--- src/gnpp_pkg.sv ---
// Package for the gated nearest path point unit.
// Holds the shared types, codes and sizes; no dependencies.
`timescale 1ns / 1ps
`default_nettype none

package gnpp_pkg;

  // Path length limit and the widths derived from it.
  localparam int MaxPoints = 1024;
  localparam int IdxW      = $clog2(MaxPoints);
  localparam int CntW      = IdxW + 1;

  // Field widths of the ports.
  localparam int PosW      = 24;
  localparam int YawW      = 16;
  localparam int OutIdxW   = 10;
  localparam int OutDsqW   = 49;
  localparam int DistGateW = 23;
  localparam int CfgIdxW   = 2;
  localparam int CfgDataW  = 23;

  // Internal arithmetic widths.
  localparam int DiffW     = PosW + 1;        // magnitude of a coordinate difference
  localparam int SqW       = 2 * PosW + 1;    // one squared difference
  localparam int DsqW      = SqW + 1;         // sum of two squares
  localparam int ThrSqW    = 2 * DistGateW;   // squared distance gate
  localparam int MagW      = YawW + 1;        // magnitude of a wrapped yaw difference

  // Input opcodes.
  localparam logic [1:0] OP_START  = 2'd0;
  localparam logic [1:0] OP_POINT  = 2'd1;
  localparam logic [1:0] OP_FINISH = 2'd2;

  // Configuration register indexes.
  localparam logic [CfgIdxW-1:0] CFG_DIST_GATE = 2'd0;
  localparam logic [CfgIdxW-1:0] CFG_YAW_GATE  = 2'd1;
  localparam logic [CfgIdxW-1:0] CFG_ANGLE_EN  = 2'd2;

  // Configuration reset values.
  localparam logic [DistGateW-1:0] DIST_GATE_RST = 23'd1280;
  localparam logic [YawW-1:0]      YAW_GATE_RST  = 16'd8192;

  // Kind of work that travels from front to back.
  typedef enum logic [1:0] {
    KIND_START,
    KIND_POINT,
    KIND_FINISH
  } kind_e;

  // Configuration seen by both halves.
  typedef struct packed {
    logic [DistGateW-1:0] dist_gate;
    logic [YawW-1:0]      yaw_gate;
    logic                 angle_en;
  } cfg_t;

  // One queue entry, already classified by the front.
  typedef struct packed {
    kind_e              kind;
    logic [OutIdxW-1:0] idx;
    logic [DiffW-1:0]   adx;
    logic [DiffW-1:0]   ady;
    logic               ang_ok;
  } work_t;

  // Queue depth.
  localparam int QDepth = 4;
  localparam int QPtrW  = $clog2(QDepth);
  localparam int QCntW  = QPtrW + 1;

endpackage

`default_nettype wire

--- src/gnpp_queue.sv ---
// Short queue of classified work between front and back.
// Depends on gnpp_pkg for the entry type and depth.
`timescale 1ns / 1ps
`default_nettype none

module gnpp_queue (
  input  wire logic            clk_i,
  input  wire logic            rst_ni,
  input  wire logic            push_i,
  input  wire gnpp_pkg::work_t push_data_i,
  output logic                 full_o,
  input  wire logic            pop_i,
  output logic                 empty_o,
  output gnpp_pkg::work_t      head_o
);

  gnpp_pkg::work_t                mem_q [gnpp_pkg::QDepth];
  logic [gnpp_pkg::QPtrW-1:0]     wr_ptr_q, wr_ptr_d;
  logic [gnpp_pkg::QPtrW-1:0]     rd_ptr_q, rd_ptr_d;
  logic [gnpp_pkg::QCntW-1:0]     count_q, count_d;
  logic                           do_push, do_pop;

  assign full_o  = (count_q == gnpp_pkg::QCntW'(gnpp_pkg::QDepth));
  assign empty_o = (count_q == '0);
  assign head_o  = mem_q[rd_ptr_q];

  assign do_push = push_i && !full_o;
  assign do_pop  = pop_i && !empty_o;

  // Pointer and fill count update.
  always_comb begin
    wr_ptr_d = wr_ptr_q;
    rd_ptr_d = rd_ptr_q;
    count_d  = count_q;
    if (do_push) begin
      wr_ptr_d = wr_ptr_q + 1'b1;
    end
    if (do_pop) begin
      rd_ptr_d = rd_ptr_q + 1'b1;
    end
    if (do_push && !do_pop) begin
      count_d = count_q + 1'b1;
    end else if (!do_push && do_pop) begin
      count_d = count_q - 1'b1;
    end
  end

  always_ff @(posedge clk_i or negedge rst_ni) begin
    if (!rst_ni) begin
      wr_ptr_q <= '0;
      rd_ptr_q <= '0;
      count_q  <= '0;
    end else begin
      wr_ptr_q <= wr_ptr_d;
      rd_ptr_q <= rd_ptr_d;
      count_q  <= count_d;
    end
  end

  // Entry storage.
  always_ff @(posedge clk_i) begin
    if (do_push) begin
      mem_q[wr_ptr_q] <= push_data_i;
    end
  end

endmodule

`default_nettype wire

--- src/gnpp_front.sv ---
// Front half: accepts input transfers, holds the query and point count,
// and turns each item into classified work. Depends on gnpp_pkg.
`timescale 1ns / 1ps
`default_nettype none

module gnpp_front (
  input  wire logic                          clk_i,
  input  wire logic                          rst_ni,
  input  wire gnpp_pkg::cfg_t                cfg_i,
  input  wire logic                          accept_i,
  input  wire logic [1:0]                    opcode_i,
  input  wire logic signed [gnpp_pkg::PosW-1:0] pos_x_i,
  input  wire logic signed [gnpp_pkg::PosW-1:0] pos_y_i,
  input  wire logic [gnpp_pkg::YawW-1:0]     yaw_i,
  output logic                               push_o,
  output gnpp_pkg::work_t                    work_o
);

  logic signed [gnpp_pkg::PosW-1:0]  query_x_q, query_x_d;
  logic signed [gnpp_pkg::PosW-1:0]  query_y_q, query_y_d;
  logic [gnpp_pkg::YawW-1:0]         query_yaw_q, query_yaw_d;
  logic [gnpp_pkg::CntW-1:0]         count_q, count_d;

  logic signed [gnpp_pkg::DiffW-1:0] dx, dy;
  logic [gnpp_pkg::DiffW-1:0]        adx, ady;
  logic [gnpp_pkg::YawW-1:0]         heading_delta;
  logic [gnpp_pkg::MagW-1:0]         yaw_mag;
  logic                              ang_ok;
  logic                              room;

  // Coordinate differences as magnitudes.
  always_comb begin
    dx  = gnpp_pkg::DiffW'(pos_x_i) - gnpp_pkg::DiffW'(query_x_q);
    dy  = gnpp_pkg::DiffW'(pos_y_i) - gnpp_pkg::DiffW'(query_y_q);
    adx = dx[gnpp_pkg::DiffW-1] ? gnpp_pkg::DiffW'(-dx) : gnpp_pkg::DiffW'(dx);
    ady = dy[gnpp_pkg::DiffW-1] ? gnpp_pkg::DiffW'(-dy) : gnpp_pkg::DiffW'(dy);
  end

  // Heading gate: the binary angle difference wraps on its own.
  always_comb begin
    heading_delta = query_yaw_q - yaw_i;
    yaw_mag       = heading_delta[gnpp_pkg::YawW-1]
                  ? (gnpp_pkg::MagW'(1) << gnpp_pkg::YawW) - {1'b0, heading_delta}
                  : {1'b0, heading_delta};
    ang_ok        = !cfg_i.angle_en || (yaw_mag <= {1'b0, cfg_i.yaw_gate});
  end

  assign room = (count_q < gnpp_pkg::CntW'(gnpp_pkg::MaxPoints));

  // Classification; unused opcodes and points past the limit are dropped.
  always_comb begin
    push_o        = 1'b0;
    work_o.kind   = gnpp_pkg::KIND_START;
    work_o.idx    = gnpp_pkg::OutIdxW'(count_q);
    work_o.adx    = adx;
    work_o.ady    = ady;
    work_o.ang_ok = ang_ok;
    query_x_d     = query_x_q;
    query_y_d     = query_y_q;
    query_yaw_d   = query_yaw_q;
    count_d       = count_q;
    if (accept_i) begin
      unique case (opcode_i)
        gnpp_pkg::OP_START: begin
          push_o      = 1'b1;
          work_o.kind = gnpp_pkg::KIND_START;
          query_x_d   = pos_x_i;
          query_y_d   = pos_y_i;
          query_yaw_d = yaw_i;
          count_d     = '0;
        end
        gnpp_pkg::OP_POINT: begin
          push_o      = room;
          work_o.kind = gnpp_pkg::KIND_POINT;
          if (room) begin
            count_d = count_q + 1'b1;
          end
        end
        gnpp_pkg::OP_FINISH: begin
          push_o      = 1'b1;
          work_o.kind = gnpp_pkg::KIND_FINISH;
        end
        default: begin
          push_o = 1'b0;
        end
      endcase
    end
  end

  always_ff @(posedge clk_i or negedge rst_ni) begin
    if (!rst_ni) begin
      query_x_q   <= '0;
      query_y_q   <= '0;
      query_yaw_q <= '0;
      count_q     <= '0;
    end else begin
      query_x_q   <= query_x_d;
      query_y_q   <= query_y_d;
      query_yaw_q <= query_yaw_d;
      count_q     <= count_d;
    end
  end

endmodule

`default_nettype wire

--- src/gnpp_back.sv ---
// Back half: squares, gates and compares each point, keeps the best one
// and drives the result register. Depends on gnpp_pkg.
`timescale 1ns / 1ps
`default_nettype none

module gnpp_back (
  input  wire logic                        clk_i,
  input  wire logic                        rst_ni,
  input  wire gnpp_pkg::cfg_t              cfg_i,
  input  wire logic                        empty_i,
  input  wire gnpp_pkg::work_t             head_i,
  output logic                             pop_o,
  output logic                             out_valid_o,
  input  wire logic                        out_stall_i,
  output logic                             found_o,
  output logic [gnpp_pkg::OutIdxW-1:0]     best_index_o,
  output logic [gnpp_pkg::OutDsqW-1:0]     best_dist_sq_o
);

  logic                              advance;

  // Squared gate, recomputed from the register every cycle.
  logic [gnpp_pkg::ThrSqW-1:0]       thr_sq_q;

  // Stage A: squares.
  logic                              a_valid_q;
  gnpp_pkg::kind_e                   a_kind_q;
  logic [gnpp_pkg::OutIdxW-1:0]      a_idx_q;
  logic                              a_ang_ok_q;
  logic [gnpp_pkg::SqW-1:0]          a_sqx_q, a_sqy_q;

  // Stage B: sum and gate.
  logic                              b_valid_q;
  gnpp_pkg::kind_e                   b_kind_q;
  logic [gnpp_pkg::OutIdxW-1:0]      b_idx_q;
  logic                              b_pass_q;
  logic [gnpp_pkg::DsqW-1:0]         b_dsq_q;
  logic [gnpp_pkg::DsqW-1:0]         dsq_sum;

  // Best point so far.
  logic                              best_found_q, best_found_d;
  logic [gnpp_pkg::OutIdxW-1:0]      best_idx_q, best_idx_d;
  logic [gnpp_pkg::DsqW-1:0]         best_dsq_q, best_dsq_d;

  // Result register.
  logic                              out_valid_q, out_valid_d;
  logic                              out_found_q;
  logic [gnpp_pkg::OutIdxW-1:0]      out_idx_q;
  logic [gnpp_pkg::OutDsqW-1:0]      out_dsq_q;
  logic                              out_load;

  // The whole back pipeline moves unless a result waits on a stalled receiver.
  assign advance = !out_valid_q || !out_stall_i;
  assign pop_o   = advance && !empty_i;

  always_ff @(posedge clk_i) begin
    thr_sq_q <= gnpp_pkg::ThrSqW'(cfg_i.dist_gate * cfg_i.dist_gate);
  end

  // Stage A and stage B valid control.
  always_ff @(posedge clk_i or negedge rst_ni) begin
    if (!rst_ni) begin
      a_valid_q <= 1'b0;
      b_valid_q <= 1'b0;
    end else if (advance) begin
      a_valid_q <= !empty_i;
      b_valid_q <= a_valid_q;
    end
  end

  // Stage A payload: one multiplier per axis.
  always_ff @(posedge clk_i) begin
    if (advance) begin
      a_kind_q   <= head_i.kind;
      a_idx_q    <= head_i.idx;
      a_ang_ok_q <= head_i.ang_ok;
      a_sqx_q    <= gnpp_pkg::SqW'(head_i.adx * head_i.adx);
      a_sqy_q    <= gnpp_pkg::SqW'(head_i.ady * head_i.ady);
    end
  end

  assign dsq_sum = gnpp_pkg::DsqW'(a_sqx_q) + gnpp_pkg::DsqW'(a_sqy_q);

  // Stage B payload: the distance gate.
  always_ff @(posedge clk_i) begin
    if (advance) begin
      b_kind_q <= a_kind_q;
      b_idx_q  <= a_idx_q;
      b_dsq_q  <= dsq_sum;
      b_pass_q <= a_ang_ok_q && (dsq_sum <= gnpp_pkg::DsqW'(thr_sq_q));
    end
  end

  // Best tracking and result load; an earlier index keeps a tie.
  always_comb begin
    best_found_d = best_found_q;
    best_idx_d   = best_idx_q;
    best_dsq_d   = best_dsq_q;
    out_load     = 1'b0;
    if (advance && b_valid_q) begin
      unique case (b_kind_q)
        gnpp_pkg::KIND_START: begin
          best_found_d = 1'b0;
          best_idx_d   = '0;
          best_dsq_d   = '0;
        end
        gnpp_pkg::KIND_POINT: begin
          if (b_pass_q && (!best_found_q || (b_dsq_q < best_dsq_q))) begin
            best_found_d = 1'b1;
            best_idx_d   = b_idx_q;
            best_dsq_d   = b_dsq_q;
          end
        end
        gnpp_pkg::KIND_FINISH: begin
          out_load = 1'b1;
        end
        default: begin
          out_load = 1'b0;
        end
      endcase
    end
  end

  // A result leaves on a transfer; a finish fills the register again.
  always_comb begin
    out_valid_d = out_valid_q;
    if (advance) begin
      out_valid_d = out_load;
    end
  end

  always_ff @(posedge clk_i or negedge rst_ni) begin
    if (!rst_ni) begin
      best_found_q <= 1'b0;
      best_idx_q   <= '0;
      best_dsq_q   <= '0;
      out_valid_q  <= 1'b0;
    end else begin
      best_found_q <= best_found_d;
      best_idx_q   <= best_idx_d;
      best_dsq_q   <= best_dsq_d;
      out_valid_q  <= out_valid_d;
    end
  end

  always_ff @(posedge clk_i) begin
    if (out_load) begin
      out_found_q <= best_found_q;
      out_idx_q   <= best_idx_q;
      out_dsq_q   <= gnpp_pkg::OutDsqW'(best_dsq_q);
    end
  end

  assign out_valid_o    = out_valid_q;
  assign found_o        = out_found_q;
  assign best_index_o   = out_idx_q;
  assign best_dist_sq_o = out_dsq_q;

endmodule

`default_nettype wire

--- src/gated_nearest_path_point_unit.sv ---
// Top level of the gated nearest path point unit: configuration registers,
// front half, work queue and back half. Depends on gnpp_pkg and its modules.
//
// Usage: a start item (opcode 0) loads the query pose and clears the search,
// each point item (opcode 1) is one path point in order, and a finish item
// (opcode 2) produces one result transfer with found, best_index and
// best_dist_sq. Opcode 3 and points past the path length limit are dropped.
// The input channel takes one transfer per cycle while the four-entry work
// queue has room; in_stall_o rises only when that queue is full.
// The back half squares, gates and compares one point per cycle while no result
// waits under out_stall_i, so the sustained rate is one item per clock. An accepted
// finish passes through the work queue, stage A, stage B and the result register.
// While a result waits under out_stall_i the back half holds; the front keeps
// accepting until the queue fills. Reset clears the query, the count, the
// best point and all valid flags, and restores the register reset values.
// Configuration registers load at the write edge. The user must write them only
// while nothing is in flight (no result waiting, queue empty, then two idle cycles
// so that the two back stages drain); the block itself does not enforce this.
`timescale 1ns / 1ps
`default_nettype none

module gated_nearest_path_point_unit (
  input  wire logic                              clk_i,
  input  wire logic                              rst_ni,
  // Configuration write port
  input  wire logic                              cfg_we_i,
  input  wire logic [gnpp_pkg::CfgIdxW-1:0]      cfg_index_i,
  input  wire logic [gnpp_pkg::CfgDataW-1:0]     cfg_wdata_i,
  // Input channel
  input  wire logic                              in_valid_i,
  output logic                                   in_stall_o,
  input  wire logic [1:0]                        opcode_i,
  input  wire logic signed [gnpp_pkg::PosW-1:0]  pos_x_i,
  input  wire logic signed [gnpp_pkg::PosW-1:0]  pos_y_i,
  input  wire logic [gnpp_pkg::YawW-1:0]         yaw_i,
  // Result channel
  output logic                                   out_valid_o,
  input  wire logic                              out_stall_i,
  output logic                                   found_o,
  output logic [gnpp_pkg::OutIdxW-1:0]           best_index_o,
  output logic [gnpp_pkg::OutDsqW-1:0]           best_dist_sq_o
);

  gnpp_pkg::cfg_t  cfg_q, cfg_d;
  gnpp_pkg::work_t push_work, head_work;
  logic            push, q_full, q_empty, pop;
  logic            in_accept;

  // Configuration registers; indexes beyond the list are ignored.
  always_comb begin
    cfg_d = cfg_q;
    if (cfg_we_i) begin
      unique case (cfg_index_i)
        gnpp_pkg::CFG_DIST_GATE: cfg_d.dist_gate = cfg_wdata_i[gnpp_pkg::DistGateW-1:0];
        gnpp_pkg::CFG_YAW_GATE:  cfg_d.yaw_gate  = cfg_wdata_i[gnpp_pkg::YawW-1:0];
        gnpp_pkg::CFG_ANGLE_EN:  cfg_d.angle_en  = cfg_wdata_i[0];
        default:                 cfg_d           = cfg_q;
      endcase
    end
  end

  always_ff @(posedge clk_i or negedge rst_ni) begin
    if (!rst_ni) begin
      cfg_q.dist_gate <= gnpp_pkg::DIST_GATE_RST;
      cfg_q.yaw_gate  <= gnpp_pkg::YAW_GATE_RST;
      cfg_q.angle_en  <= 1'b1;
    end else begin
      cfg_q <= cfg_d;
    end
  end

  // Input transfer handshake.
  assign in_stall_o = q_full;
  assign in_accept  = in_valid_i && !q_full;

  gnpp_front u_front (
    .clk_i    (clk_i),
    .rst_ni   (rst_ni),
    .cfg_i    (cfg_q),
    .accept_i (in_accept),
    .opcode_i (opcode_i),
    .pos_x_i  (pos_x_i),
    .pos_y_i  (pos_y_i),
    .yaw_i    (yaw_i),
    .push_o   (push),
    .work_o   (push_work)
  );

  gnpp_queue u_queue (
    .clk_i       (clk_i),
    .rst_ni      (rst_ni),
    .push_i      (push),
    .push_data_i (push_work),
    .full_o      (q_full),
    .pop_i       (pop),
    .empty_o     (q_empty),
    .head_o      (head_work)
  );

  gnpp_back u_back (
    .clk_i          (clk_i),
    .rst_ni         (rst_ni),
    .cfg_i          (cfg_q),
    .empty_i        (q_empty),
    .head_i         (head_work),
    .pop_o          (pop),
    .out_valid_o    (out_valid_o),
    .out_stall_i    (out_stall_i),
    .found_o        (found_o),
    .best_index_o   (best_index_o),
    .best_dist_sq_o (best_dist_sq_o)
  );

endmodule

`default_nettype wire

--- config.mk ---
export PLATFORM = sky130hd
export DESIGN_NAME = gated_nearest_path_point_unit
export DESIGN_NICKNAME = d
export VERILOG_FILES = /design/src/gnpp_pkg.sv /design/src/gnpp_queue.sv /design/src/gnpp_front.sv /design/src/gnpp_back.sv /design/src/gated_nearest_path_point_unit.sv
export SDC_FILE = /design/constraint.sdc
export NUM_CORES = 2
export LEC_CHECK = 0
export BUFFER_PORTS_ARGS = -buffer_cell sky130_fd_sc_hd__buf_2
export CAP_MARGIN = 20
export CORE_MARGIN = 3
export CORE_UTILIZATION = 35
export DETAILED_ROUTE_END_ITERATION = 16
export SLEW_MARGIN = 15
export SYNTH_ARGS = -nofsm -noshare
export SYNTH_HDL_FRONTEND = slang
export SYNTH_HIERARCHICAL = 1
export SYNTH_SLANG_ARGS = --single-unit
--- constraint.sdc ---
create_clock -name clk_i -period 12.1 [get_ports clk_i]
set_input_delay 3.025 -clock clk_i [delete_from_list [all_inputs] [get_ports clk_i]]
set_output_delay 3.025 -clock clk_i [all_outputs]
set_load 0.02 [all_outputs]
* After elaboration in Yosys (flattened, before gate mapping)
Memories as Yosys holds them, arrays and structs flattened. Index checks and enable logic that the tools add are counted.
Word-level totals: register bits after elaboration 466, RAM bits 252, memories kept 1, bits of input ports 96, word-level logic and storage cells 113, output and inout bits 62
Memories:
- u_queue.mem_q | words 4, width 63, read ports 1, clocked after memory_dff 0, wr ports 1, line gnpp_queue.sv:17 | gnpp_pkg::work_t mem_q [gnpp_pkg::QDepth];
Cells by class: muxes and demuxes 21, equal/unequal tests 9, $lt $le $gt $ge 4, reduce and logical (&&, ||, !) cells 34, multipliers 3, add/subtract/negate cells 12
Operators by type and width (number):
- $pmux W50 S2 | 1
- $mul A25 B25 Y49 | 2
- $add A49 B49 Y50 | 1
- $le A50 B46 Y1 | 1
- $lt A50 B50 Y1 | 1
- $mux W25 | 2
- $mux W50 | 1
- $neg A25 Y25 | 2
- $sub A24 B24 Y25 | 2
- $mul A23 B23 Y46 | 1
- $pmux W11 S2 | 1
- $pmux W10 S2 | 1
- $le A17 B16 Y1 | 1
- $mux W17 | 1
- $sub A17 B16 Y17 const A | 1
- $sub A16 B16 Y16 | 1
- $add A11 B1 Y11 const B | 1
- $lt A11 B11 Y1 const B | 1
- $mux W11 | 1
- $mux W10 | 1
- $logic_and A1 B1 Y1 | 9
- $logic_not A1 Y1 | 8
- $reduce_and A2 Y1 | 4
- $eq A2 B1 Y1 const B | 3
- 17 further kinds | 35

* Logic depth before layout (Yosys ltp)
depth after elaboration 9, gate-level depth with buffers 32, mapped depth without buffers 28

* Hierarchy
Netlist, hierarchy kept.
Modules (own cells, without submodules):
- gnpp_back | area an instance 65861.9 um^2, instances 1, cells an instance 6805, sequential area each 9469.1 um^2
- gnpp_queue | area an instance 9511.6 um^2, instances 1, cells an instance 365, sequential area each 7742.4 um^2
- gnpp_front | area an instance 8319.2 um^2, instances 1, cells an instance 1063, sequential area each 1876.8 um^2
- gated_nearest_path_point_unit | area an instance 1539.0 um^2, instances 1, cells an instance 87, sequential area each 1006.0 um^2

* Least setup slack after synthesis
No wires, ideal clock.
path kind input-to-reg, start in out_stall_i, end reg u_back.out_dsq_q (netlist bit u_back/best_dist_sq_o[0]), enable pin, data arrival time 11776 ps, setup time 567 ps, buffers on the path 0, setup slack -243 ps, stages 3, required time 11533 ps, cell sequence nand2_1 nand2_1 nor3b_1
On the way: word-level cells in the longest chain between the ends 4
Ends and longest elaborated chain:
- start: declaration | line gated_nearest_path_point_unit.sv:38 | input wire logic out_stall_i,
- $logic_not A1 Y1 | line gnpp_back.sv:53 | assign advance = !out_valid_q || !out_stall_i;
- $logic_or A1 B1 Y1 | line gnpp_back.sv:53
- $logic_and A1 B1 Y1 | line gnpp_back.sv:100 | if (advance && b_valid_q) begin
- $mux W1 | line gnpp_back.sv:100
- net u_back.out_load | line gnpp_back.sv:50 | logic out_load;
- end signal: assignment | line gnpp_back.sv:150 | out_dsq_q <= gnpp_pkg::OutDsqW'(best_dsq_q);
- end: declaration | line gnpp_back.sv:49 | logic [gnpp_pkg::OutDsqW-1:0] out_dsq_q;
The timed path passes the listed nets, and every way through them passes these cells. A chain may end at the register's enable or synchronous reset.

==> summary.md <==
| Metric | Value |
|---|---|
| Status | `completed` |
| Slack of the critical path | `2.57 ns` |
| Clk_lat worst skew | `0.72 ns` |
| Worst hold path class | `flop to flop` |
| Non-Filler Instances | `11600` |
| Area of the mapped netlist | `85200 µm²` |
| Reg2Reg Launch Point | `u_queue/rd_ptr_q[0]` |
| FF-to-FF path depth | `27` |
| Bufs on Longest Clock Path | `3` |
| CP Capture Type | `flop` |
| R2r endpoint | `u_back/a_sqx_q[45]` |
| CP top delay family | `adder cells` |
| Fin Setup TNS | `0 ns` |
| FF-to-FF setup slack | `2.57 ns` |
| First-pass GRT wire length | `337 mm` |
| Routed wire per std cell | `18.0 µm` |
| # IOs | `158` |
| Post-Place Worst Slack | `2.51 ns` |
| Crit path kind | `flop to flop` |
| Syn nets | `10500` |
| Vias per std cell | `4.86` |
| Hold Buf Count CTS | `0` |
| Slew HR | `29.9%` |
| Slew @ Worst Pin | `1.05 ns` |
| Most frequent cells in the layout | `2100 x inv_1, 1324 x fa_1, 769 x ha_1` |
| Crit path max fanout | `36` |
| Critical path launch point type | `flop` |
| Min Tclk post-route | `9.53 ns` |
| Worst path buffer plus inverter count | `7` |
| Endpoints failing setup | `0` |
| Hold Vio Cnt, Final | `0` |
| Core area | `241000 µm²` |
| CTS clk-pin slew, worst paths | `0.07 ns` |
| Vias in the first global route | `61100` |
| RSZ-0062 raised after global routing | `no` |
| Congestion Overflow GR | `0` |
| Synth Flop Type | `edfxtp_1` |
| Total of max-cap violations | `0` |
| CP max stage delay | `0.90 ns` |
| Tot GR Track Use | `17.0%` |
| Cells after synthesis | `8320` |
| Die W | `499 µm` |
| CTS root buf | `clkbuf_16` |
| Number of placed cells counting well taps | `11400` |
| Asr flop ratio synth | `26.0%` |
| Post-synth EDFFs | `484` |
| Placer Congestion | `0.884` |
| Mean Syn Cell Area | `10.2 µm²` |
| P&R area growth vs syn | `7.98%` |
| Clock Skew | `0.0583 ns` |
| Final period utilization | `78.7%` |
| Slew Limit Fails | `0` |
| Starting Density | `35.3%` |
| CTS tree | `yes` |
| Layout cells sized above 1 | `6.40%` |
| IO Port Bufs | `157` |
| # rows | `180` |
| Initial antenna violation count | `13` |
| Worst Hold End | `u_back/b_idx_q[0]` |
| Clock Sinks | `715` |
| Hold path cells | `0` |
| Starting DRC count in detailed routing | `3327` |
| H-tree level count | `3` |
| Largest net degree at the start of global routing | `82` |
| Post-route antenna net violation count | `0` |
| Die H | `499 µm` |
| Postcts setup bufs | `0` |
| Fin nets | `10500` |
| Resize count post-CTS | `0` |
| Sequential area share after synthesis | `23.6%` |
| Arrival time at the worst endpoint | `10.00 ns` |
| Yosys warns | `6` |
| Num CTS Buffers | `80` |
| FILL cells | `23700` |
| Final HPWL DP | `168 mm` |
| Remaining DRCs | `0` |
| #FFs+latches synth | `715` |
| Synth cell types | `112` |
| Initial DRT Pass Iterations | `5` |
| Slowest cell on crit path | `dfrtp_4` |
| Worst Path Required | `12.57 ns` |
| Via count | `56400` |
| Worst hold start | `u_back/a_idx_q[0]` |
| Die area | `249000 µm²` |
| Most common cell after layout, fill and taps aside | `inv_1` |
| Maximum clock frequency | `0.105 GHz` |
| Routed WL | `209 mm` |
| Crit-path most repeated cell | `fa_1` |
area by class of cell:
class | instances | area (µm²) | area share, %
inverters | 2101 | 7890 | 8.57
multi-input cells | 5242 | 56200 | 61.1
repair buffers | 205 | 1210 | 1.32
clock inverters | 35 | 455 | 0.495
clock buffers | 110 | 2180 | 2.37
flip-flops and latches | 715 | 20100 | 21.8
well taps | 3185 | 3990 | 4.33
diodes | 6 | 15.0 | 0.0163
worst max-delay path by stage:
stage	cells after the start	startpoint	slack (ns)	to
floorplan	3	out_stall_i	1.80	u_back/best_dist_sq_o[0]
global placement	27	u_queue/rd_ptr_q[0]	2.63	u_back/a_sqx_q[45]
detailed placement	27	u_queue/rd_ptr_q[0]	2.51	u_back/a_sqx_q[45]
CTS	27	u_queue/rd_ptr_q[0]	2.53	u_back/a_sqx_q[45]
global route	26	u_queue/rd_ptr_q[0]	1.96	u_back/a_sqy_q[47]
finish	27	u_queue/rd_ptr_q[0]	2.57	u_back/a_sqx_q[45]
worst reg2reg max path: stages, from the launching register on:
cell and delay (ns):
dfrtp_4 0.90, buf_4 0.48, mux4_2 0.76, and2_1 0.29
inv_1 0.08, fa_1 0.54, inv_1 0.06, fa_1 0.55
inv_1 0.06, fa_1 0.49, fa_1 0.51, inv_1 0.05
fa_1 0.50, fa_1 0.51, inv_1 0.06, fa_1 0.47
inv_1 0.04, ha_1 0.35, a21o_1 0.20, a21o_1 0.17
a21o_1 0.20, a211o_1 0.30, o2111ai_1 0.12, a31oi_1 0.18
o41ai_1 0.86, o31a_1 0.30, o41ai_2 0.10, xor2_1 0.15
routing by layer:
metal | vias to the layer above | wire (µm) | track usage, % | part of all wire, %
met5 | - | 100 | 0 | 0.048
met4 | 18 | 3830 | 3.60 | 1.8
met3 | 251 | 10500 | 2.31 | 5.0
met2 | 1241 | 98100 | 28.1 | 47
met1 | 28600 | 96600 | 23.7 | 46
li1 | 26300 | - | - | -
cells in the mapped netlist (31+ instances only):
cell / n / share of area (%)
fa_1: 1324 / 31
o32ai_1: 53 / 0.54
o21ai_0: 188 / 1.1
dfrtp_1: 182 / 5.3
mux4_2: 63 / 1.7
o21bai_1: 31 / 0.27
nor2_1: 244 / 1.1
nor3_1: 48 / 0.28
inv_1: 2100 / 9.2
nand4_1: 52 / 0.38
nand2_1: 666 / 2.9
dfxtp_1: 45 / 1.1
a21o_1: 156 / 1.4
and2_1: 361 / 2.6
ha_1: 769 / 11
mux2_2: 63 / 0.83
xor2_1: 107 / 1.1
nand3_1: 118 / 0.69
edfxtp_1: 484 / 17
o21a_1: 33 / 0.29
a21oi_1: 265 / 1.6
clkbuf_1: 210 / 0.92
nor2b_1: 44 / 0.32
nand2b_1: 37 / 0.27
xnor2_1: 216 / 2.2
metrics by stage:
stage	instance area [µm²]	hold WS, ns	util (%)
floorplan	85200	0.400	-
global placement	89300	0.401	37.0
detailed placement	89300	0.405	37.0
CTS	91900	0.417	38.1
global route	92000	0.424	38.1
finish	92000	0.416	38.1
registers in the layout, summed over array words and instances (netlist names), 2 cells and up:
| register | count |
|---|---|
| u_front/query_yaw_q | 16 |
| u_back/thr_sq_q | 45 |
| u_back/a_idx_q | 10 |
| u_queue/rd_ptr_q | 2 |
| cfg_q | 40 |
| u_queue/count_q | 3 |
| u_back/best_index_o | 10 |
| u_back/a_kind_q | 2 |
| u_back/best_dsq_q | 50 |
| u_front/query_y_q | 24 |
| u_back/a_sqy_q | 48 |
| u_back/b_dsq_q | 50 |
| u_front/query_x_q | 24 |
| u_back/b_kind_q | 2 |
| u_back/best_dist_sq_o | 49 |
| u_back/b_idx_q | 10 |
| u_queue/mem_q | 252 |
| u_back/best_idx_q | 10 |
| u_back/a_sqx_q | 48 |
| u_front/count_q | 11 |
| u_queue/wr_ptr_q | 2 |
logic make-up (layout without fill, tap and decap cells):
logic type	after synthesis	in the layout	synth area share, %
and+or+nand+nor	1704	1704	9.75
DFF	715	715	23.6
adders and majority gates	2093	2093	42.4
other	0	6	0
AOI/OAI and AO/OA	988	988	7.79
muxes	133	133	2.58
xor gates and xnor gates	324	324	3.34
buffers and inverters	2363	2451	10.6
Power is left out: the tool's default activity adds up to more than one toggle a clock period on the data nets, which glitch-free logic cannot reach.
